### src/hw/rtl/wmc_pkg.sv
// ----------------------------------------------------------------------------
// wmc_pkg: shared types and constants of the windowed mean clamp block
// Payload structs, register indexes and reset values.
// ----------------------------------------------------------------------------
package wmc_pkg;

  localparam int JOINTS     = 7;
  localparam int JIDX_W     = 3;
  localparam int SAMPLE_W   = 32;
  localparam int WLEN_W     = 7;
  localparam int SAT_W      = 31;
  localparam int CFG_IDX_W  = 2;
  localparam int CFG_DATA_W = 31;

  localparam logic [JIDX_W-1:0] LAST_JOINT = JIDX_W'(JOINTS - 1);

  // register indexes
  localparam logic [CFG_IDX_W-1:0] REG_WINDOW_LENGTH = 2'd0;
  localparam logic [CFG_IDX_W-1:0] REG_SAT_LIMIT     = 2'd1;

  // register reset values (30 samples, 200.0 in Q16.16)
  localparam logic [WLEN_W-1:0] RESET_WINDOW = 7'd30;
  localparam logic [SAT_W-1:0]  RESET_SAT    = 31'd13107200;

  typedef struct packed {
    logic signed [SAMPLE_W-1:0] joint0_value;
    logic signed [SAMPLE_W-1:0] joint1_value;
    logic signed [SAMPLE_W-1:0] joint2_value;
    logic signed [SAMPLE_W-1:0] joint3_value;
    logic signed [SAMPLE_W-1:0] joint4_value;
    logic signed [SAMPLE_W-1:0] joint5_value;
    logic signed [SAMPLE_W-1:0] joint6_value;
  } wmc_in_t;

  typedef struct packed {
    logic signed [SAMPLE_W-1:0] joint0_mean;
    logic signed [SAMPLE_W-1:0] joint1_mean;
    logic signed [SAMPLE_W-1:0] joint2_mean;
    logic signed [SAMPLE_W-1:0] joint3_mean;
    logic signed [SAMPLE_W-1:0] joint4_mean;
    logic signed [SAMPLE_W-1:0] joint5_mean;
    logic signed [SAMPLE_W-1:0] joint6_mean;
  } wmc_out_t;

endpackage

### src/hw/rtl/wmc_div.sv
// ----------------------------------------------------------------------------
// wmc_div: serial divide and clamp unit
// Restoring divider, one quotient bit per cycle, truncating toward zero,
// followed by a symmetric clamp to +/- lim. Shared over all joints.
// ----------------------------------------------------------------------------
module wmc_div #(
  parameter int SUM_W = 38,
  parameter int CNT_W = 7
) (
  input  logic                               clk,
  input  logic                               rst_n,
  input  logic                               start,
  input  logic signed [SUM_W-1:0]            dividend,
  input  logic        [CNT_W-1:0]            divisor,
  input  logic        [wmc_pkg::SAT_W-1:0]   lim,
  output logic                               done,
  output logic signed [wmc_pkg::SAMPLE_W-1:0] result
);
  import wmc_pkg::*;

  localparam int STEP_W = $clog2(SUM_W + 1);

  logic                    busy_r,  busy_nxt;
  logic                    done_r,  done_nxt;
  logic [STEP_W-1:0]       step_r,  step_nxt;
  logic [SUM_W-1:0]        quo_r,   quo_nxt;
  logic [CNT_W-1:0]        rem_r,   rem_nxt;
  logic [CNT_W-1:0]        dvs_r,   dvs_nxt;
  logic                    neg_r,   neg_nxt;
  logic signed [SAMPLE_W-1:0] res_r, res_nxt;

  logic [CNT_W:0]          trial;
  logic                    qbit;
  logic [SAT_W-1:0]        mag_c;

  // one restoring step
  assign trial = {rem_r, quo_r[SUM_W-1]};
  assign qbit  = (trial >= {1'b0, dvs_r});
  // clamp the magnitude, sign applied after
  assign mag_c = (quo_r > SUM_W'(lim)) ? lim : quo_r[SAT_W-1:0];

  always_comb begin
    busy_nxt = busy_r;
    done_nxt = 1'b0;
    step_nxt = step_r;
    quo_nxt  = quo_r;
    rem_nxt  = rem_r;
    dvs_nxt  = dvs_r;
    neg_nxt  = neg_r;
    res_nxt  = res_r;
    if (start) begin
      busy_nxt = 1'b1;
      step_nxt = STEP_W'(SUM_W);
      neg_nxt  = dividend[SUM_W-1];
      quo_nxt  = dividend[SUM_W-1] ? (~dividend + 1'b1) : dividend;
      rem_nxt  = '0;
      dvs_nxt  = divisor;
    end else if (busy_r) begin
      if (step_r != '0) begin
        quo_nxt  = {quo_r[SUM_W-2:0], qbit};
        rem_nxt  = qbit ? CNT_W'(trial - {1'b0, dvs_r}) : trial[CNT_W-1:0];
        step_nxt = step_r - 1'b1;
      end else begin
        // finish: apply sign to clamped magnitude
        res_nxt  = neg_r ? -$signed({1'b0, mag_c}) : $signed({1'b0, mag_c});
        done_nxt = 1'b1;
        busy_nxt = 1'b0;
      end
    end
  end

  always_ff @(posedge clk) begin
    if (!rst_n) begin
      busy_r <= 1'b0;
      done_r <= 1'b0;
      step_r <= '0;
    end else begin
      busy_r <= busy_nxt;
      done_r <= done_nxt;
      step_r <= step_nxt;
    end
    quo_r <= quo_nxt;
    rem_r <= rem_nxt;
    dvs_r <= dvs_nxt;
    neg_r <= neg_nxt;
    res_r <= res_nxt;
  end

  assign done   = done_r;
  assign result = res_r;

`ifndef SYNTHESIS
  // a new division never starts on top of a running one
  a_start_idle: assert property (@(posedge clk) disable iff (!rst_n)
    start |-> !busy_r)
    else $error("divider started while busy");
`endif

endmodule

### config.mk
export PLATFORM = sky130hd
export DESIGN_NAME = wmc_div
export DESIGN_NICKNAME = d
export VERILOG_FILES = /design/src/hw/rtl/wmc_pkg.sv /design/src/hw/rtl/wmc_div.sv
export SDC_FILE = /design/constraint.sdc
export NUM_CORES = 1
export LEC_CHECK = 0
export ABC_AREA = 0
export ABC_CLOCK_PERIOD_IN_PS = 10460
export BUFFER_PORTS_ARGS = -buffer_cell sky130_fd_sc_hd__buf_4
export CORE_MARGIN = 3
export CORE_UTILIZATION = 62
export CTS_CLUSTER_SIZE = 28
export DETAILED_ROUTE_END_ITERATION = 7
export PLACE_DENSITY = 0.87
export SLEW_MARGIN = 10
export SYNTH_ARGS = -nofsm -noshare
export SYNTH_HDL_FRONTEND = slang
export SYNTH_SLANG_ARGS = --single-unit
### constraint.sdc
create_clock -name clk -period 10.46 [get_ports clk]
set_input_delay 3.138 -clock clk [delete_from_list [all_inputs] [get_ports clk]]
set_output_delay 3.138 -clock clk [all_outputs]
set_load 0.05 [all_outputs]
=== Word level (Yosys, flattened, before mapping) ===
Cells that the tools add are included.

* Add/sub/neg operators: 4
* Order comparisons: 2
* Multiplexer cells: 14
* Bitwise logic cells: 5
* Reduce and logical (&&, ||, !) cells: 8

{| class="wikitable"
|+ Operator list
! kind !! count
|-
| 38-bit two-way mux || 4
|-
| 31-bit two-way mux || 2
|-
| 38-bit by 1-bit adder with 38-bit output (second input constant) || 1
|-
| 38-bit by 31-bit > comparator with 1-bit output || 1
|-
| 38-bit NOT || 1
|-
| 31-bit negator with 32-bit output || 1
|-
| 6-bit two-way mux || 3
|-
| 8-bit by 7-bit >= comparator with 1-bit output || 1
|-
| 7-bit two-way mux || 1
|-
| 7-bit subtractor || 1
|-
| 6-bit nonzero test || 1
|-
| 6-bit by 1-bit subtractor with 6-bit output (second input constant) || 1
|-
| 1-bit two-way mux || 4
|-
| 1-bit NOT || 4
|-
| 2-bit AND reduction || 2
|-
| 2-bit nonzero test || 2
|-
| 3-bit AND reduction || 1
|-
| 3-bit OR reduction || 1
|-
| 2-bit OR reduction || 1
|}

* Flip-flop bits (word level): 93
* Bits of input ports: 79
* Output and inout port bits: 33
* Word-level logic and storage cells: 43

=== Logic depth before layout (Yosys ltp) ===
* Word-level depth: 4
* Mapped depth: 18
* Depth with buffers taken out: 16

=== Worst setup path after synthesis ===
No wires, ideal clock.

* Path kind: input port to flip-flop
* From: in lim[7] (netlist bit)
* To: reg res_r[24] (netlist: result[24]), data pin
* Library setup time: 0.262 ns
* Arrival: 6.775 ns
* Data required time: 10.198 ns
* Path slack: 3.423 ns
* Stages: 18
* Path buffers: 2
* Path through: inv_1 -> ha_1 -> a211o_1 -> a21oi_1 -> a31oi_1 -> o41ai_1 -> a31o_2 -> buf_2 -> buf_1 -> nor2_1 -> a21oi_1 -> ha_1 -> nand3_1 -> or4_1 -> or4_1 -> o21ai_0 -> xor2_1 -> mux2i_1

* Cells in the longest elaborated chain, start to end: 4

{| class="wikitable"
|+ Ends and longest elaborated chain
! item !! RTL line !! source
|-
| from (decl) || wmc_div.sv:15 || <nowiki>input logic [wmc_pkg::SAT_W-1:0] lim,</nowiki>
|-
| 38-bit by 31-bit > comparator with 1-bit output || wmc_div.sv:40 || <nowiki>assign mag_c = (quo_r > SUM_W'(lim)) ? lim : quo_r[SAT_W-1:0];</nowiki>
|-
| 31-bit two-way mux (*) || wmc_div.sv:40 ||
|-
| 31-bit negator with 32-bit output || wmc_div.sv:65 || <nowiki>res_nxt = neg_r ? -$signed({1'b0, mag_c}) : $signed({1'b0, mag_c});</nowiki>
|-
| 31-bit two-way mux (*) || wmc_div.sv:65 ||
|-
| to (signal assigned) || wmc_div.sv:86 || <nowiki>res_r <= res_nxt;</nowiki>
|-
| to (decl) || wmc_div.sv:30 || <nowiki>logic signed [SAMPLE_W-1:0] res_r, res_nxt;</nowiki>
|}

Mark *: on every way between the ends. The rest lies on a longest branch, timed or not.
A chain may end at the register's enable or synchronous reset.

=== Final worst setup path ===
* From: in lim[15] (netlist bit)
* To: reg res_r[28] (netlist: result[28]), data pin

Same word-level chain as after synthesis.

==> summary.txt <==
Setup path
  • Cell mode on critical path: or4_1
  • Delay-heaviest family, CP: compound AO/OA/AOI/OAI gates
  • Arrival time of the worst setup path: 7.94 ns
  • Worst-path cell chain: buf_4, inv_1, ha_1, a21o_1, a221o_1, a221oi_1, or4_1, a31o_2, buf_4, mux2i_1, ha_1, nand3_1, or4_1, or4_1, o21ai_0, xor2_1, mux2i_1
  • WP data required: 10.57 ns
  • Crit path launch type: input pin
  • FF-to-FF Start: quo_r[16]
  • Worst stage delay on the critical path: 0.54 ns
  • CP max stage cell: a31o_2
  • Setup Crit Path Kind: in2reg
  • WP buf/inv: 3
  • CP max FO: 34
  • R2R cell count: 15
  • Worst setup EP type: flop
  • R2r endpoint: result[28]
  • Reg2reg setup slack: 5.05 ns

Timing
  • Final setup fails: 0
  • Part of the cycle the worst path needs: 74.9%
  • Worst-Margin Slew: 1.01 ns
  • Rel. slew slack: 31.7%
  • Post-layout min period: 7.83 ns
  • FMAX: 0.128 GHz
  • Final Hold Fails: 0
  • Hold_ws: 0.502 ns
  • RSZ-0062 raised after global routing: false
  • Max Transition Viols Final: 0
  • Setup TNS: 0 ns
  • Max Clock Skew: 0.0179 ns

Flow run
  • Number of max-cap violations: 0

Min path
  • Hold path depth: 2
  • HP Start: rem_r[1]
  • Hold crit path type: reg2reg
  • Hold Crit Endpoint: rem_r[1]

GRT
  • First-pass GRT wire length: 27,000 um
  • Vias in the first global route: 5,606
  • Grt ovf: 0
  • Initial antenna violation count: 0
  • Largest net degree at the start of global routing: 90
  • Total GRT Usage: 26.8%

Floorplan
  • Area of the die: 12,200 um^2
  • Starting Density: 64.8%
  • Placement row count: 37
  • Ports: 112
  • Core area: 10,500 um^2
  • Die Ht: 111 um
  • Die W: 111 um

Routing
  • Routed WL: 16,500 um
  • Vias: 5,891
  • Drt first pass iters: 5
  • Via/cell ratio: 6.03
  • DR iter-0 viols: 408
  • Wire per inst: 16.9 um
  • DRC: 0
  • Routed Antenna Nets: 0

Finish
  • Synth-to-Final Area Change: 16.7%
  • Fraction of layout cells with a size suffix above 1: 18.2%
  • Layout Utilization: 75.6%
  • Nets: 959
  • Ant diodes: 0
  • Finished Cell Area: 7910 um^2
  • Register area: 2640 um^2
  • Area of the multi-input gates: 3840 um^2
  • Layout fillers: 747

Power and ir drop
  • Switching Share: 31.1%
  • Pwr Density: 119 nW/um^2
  • Combinational share of power: 25.1%
  • Int Pwr: 648 uW
  • Clk pwr share: 25.0%
  • P_sw: 293 uW
  • Leakage: 0.00319 uW
  • Power, Total: 941 uW
  • Peak VDD IR: 105 uV
  • Seq pwr share: 49.8%

Clock network
  • # hold bufs at CTS: 0
  • CTS clk-pin slew, worst paths: 0.09 ns
  • Post-CTS sizing: 0
  • Root Driver: clkbuf_8
  • Clk buf depth: 2
  • TritonCTS Buffers: 9
  • TritonCTS clock tree: yes
  • Post-CTS setup buffers: 0
  • Clock latency at the later pin of the worst-skew pair: 0.37 ns
  • H-tree depth: 3
  • CTS sink cnt: 93

Yosys
  • Ys flop type: edfxtp_1
  • Cell Area, Synth: 6780 um^2
  • Post-synthesis average cell area: 9.20 um^2
  • Synthesized instance count: 737
  • Number of flops mapped to enable cells by yosys: 78
  • Async S/R FF share, synth: 0%
  • #FFs+latches synth: 93
  • Post-synthesis sequential area ratio: 39.0%
  • Post-synth cell types: 56
  • Synth warn: 0
  • Syn_nets: 860

Placement
  • Placed cell areas: 7720 um^2
  • I/O Buffers: 111
  • GP Congestion: 1.03
  • Dpl hpwl: 12,700 um

Run status
  • Outcome: finished clean
## cell usage after synthesis, drive strengths merged (3+ instances only)
cell     n  share of area [%]
o31ai   23                2.6
clkbuf  24                1.3
nor4    11                1.5
nor3    11               0.96
or3     13                1.5
nand2b   6               0.55
or2      3               0.28
nand3b   4               0.44
inv     54                3.0
edfxtp  78                 35
mux2i   13                1.9
a21oi   63                4.6
xor2    52                6.7
xnor2   45                5.8
a21o     6               0.66
buf      3               0.20
dfxtp   15                4.4
ha      43                7.9
o21a     3               0.33
nor4b    3               0.39
or4     11                1.4
and2     5               0.46
nor2b    7               0.65
nand4   14                1.4
o21ai   54                4.0
nand3   13               0.96
o41ai   10                1.4
nor2    73                4.0
nand2   56                3.1
## placed cells by master (no fill, tap or decap), types with 5 or more instances in the layout
| cell type | synthesis | routed |
|---|---|---|
| buf_4 | 0 | 115 |
| edfxtp_1 | 78 | 78 |
| nor2_1 | 73 | 73 |
| a21oi_1 | 63 | 63 |
| nand2_1 | 56 | 56 |
| inv_1 | 54 | 54 |
| o21ai_0 | 52 | 52 |
| xor2_1 | 52 | 52 |
| xnor2_1 | 45 | 45 |
| ha_1 | 43 | 43 |
| o31ai_1 | 22 | 22 |
| dfxtp_1 | 15 | 15 |
| nand3_1 | 13 | 13 |
| nand4_1 | 13 | 13 |
| mux2i_1 | 13 | 13 |
| clkbuf_8 | 0 | 10 |
| nor4_1 | 9 | 9 |
| nor3_1 | 9 | 9 |
| o41ai_1 | 9 | 9 |
| or3_1 | 9 | 9 |
| nor2b_1 | 7 | 7 |
| or4_1 | 7 | 7 |
| a21o_1 | 6 | 6 |
| nand2b_1 | 6 | 6 |
| and2_1 | 5 | 5 |
## cell families after synthesis
kind of cell,after synthesis,share of synthesized area (%)
mux,15,2.25
compound gates,172,15.4
xor+xnor,97,12.5
fa+ha+maj,44,8.23
simple gates,235,18.1
buf+inv,81,4.52
flops,93,39.0
## power by group through the flow
stage	sequential, uW	combinational, uW	clock (uW)
floorplan	477	146	0
global placement	475	220	0
detailed placement	476	231	0
CTS	468	233	238
global route	472	260	257
finish	469	237	236
## flip-flops by register name, indices dropped and copies added, names as in the netlist
register	flops
dvs_r	7
busy_r	1
step_r	6
quo_r	38
neg_r	1
result	32
done	1
rem_r	7
## area by class of cell
cell class | instances | area share (%)
multi-input cells | 563 | 48.5
flip-flops and latches | 93 | 33.4
repair buffers | 115 | 10.9
inverters | 54 | 2.56
well taps | 136 | 2.15
clock buffers | 12 | 2.10
clock inverters | 4 | 0.364
## metrics by stage
stage / setup WS [ns] / cells
final: 2.63 / 977
after global routing: 2.36 / 977
after CTS: 2.69 / 977
after detailed placement: 2.31 / 961
after global placement: 2.50 / 961
after floorplan: 3.42 / 737
## metal layers
metal / GRT usage (%) / routed length (um)
met5: 0 / 0
met4: 10.6 / 536
met3: 5.10 / 1340
met2: 44.5 / 7890
met1: 34.5 / 6770
## tightest hold or removal path, cell delays in order (launching register included)
cell and delay, ns:
dfxtp_1 0.33, nand2_1 0.05, o21ai_0 0.07
## worst max-delay path by stage
stage | startpoint | endpoint | cells past startpoint
global route | lim[15] | result[28] | 17
floorplan | lim[7] | result[24] | 18
global placement | lim[15] | result[24] | 17
finish | lim[15] | result[28] | 17
CTS | lim[15] | result[24] | 17
detailed placement | lim[15] | result[24] | 17
(Power assumes the default switching activity.)
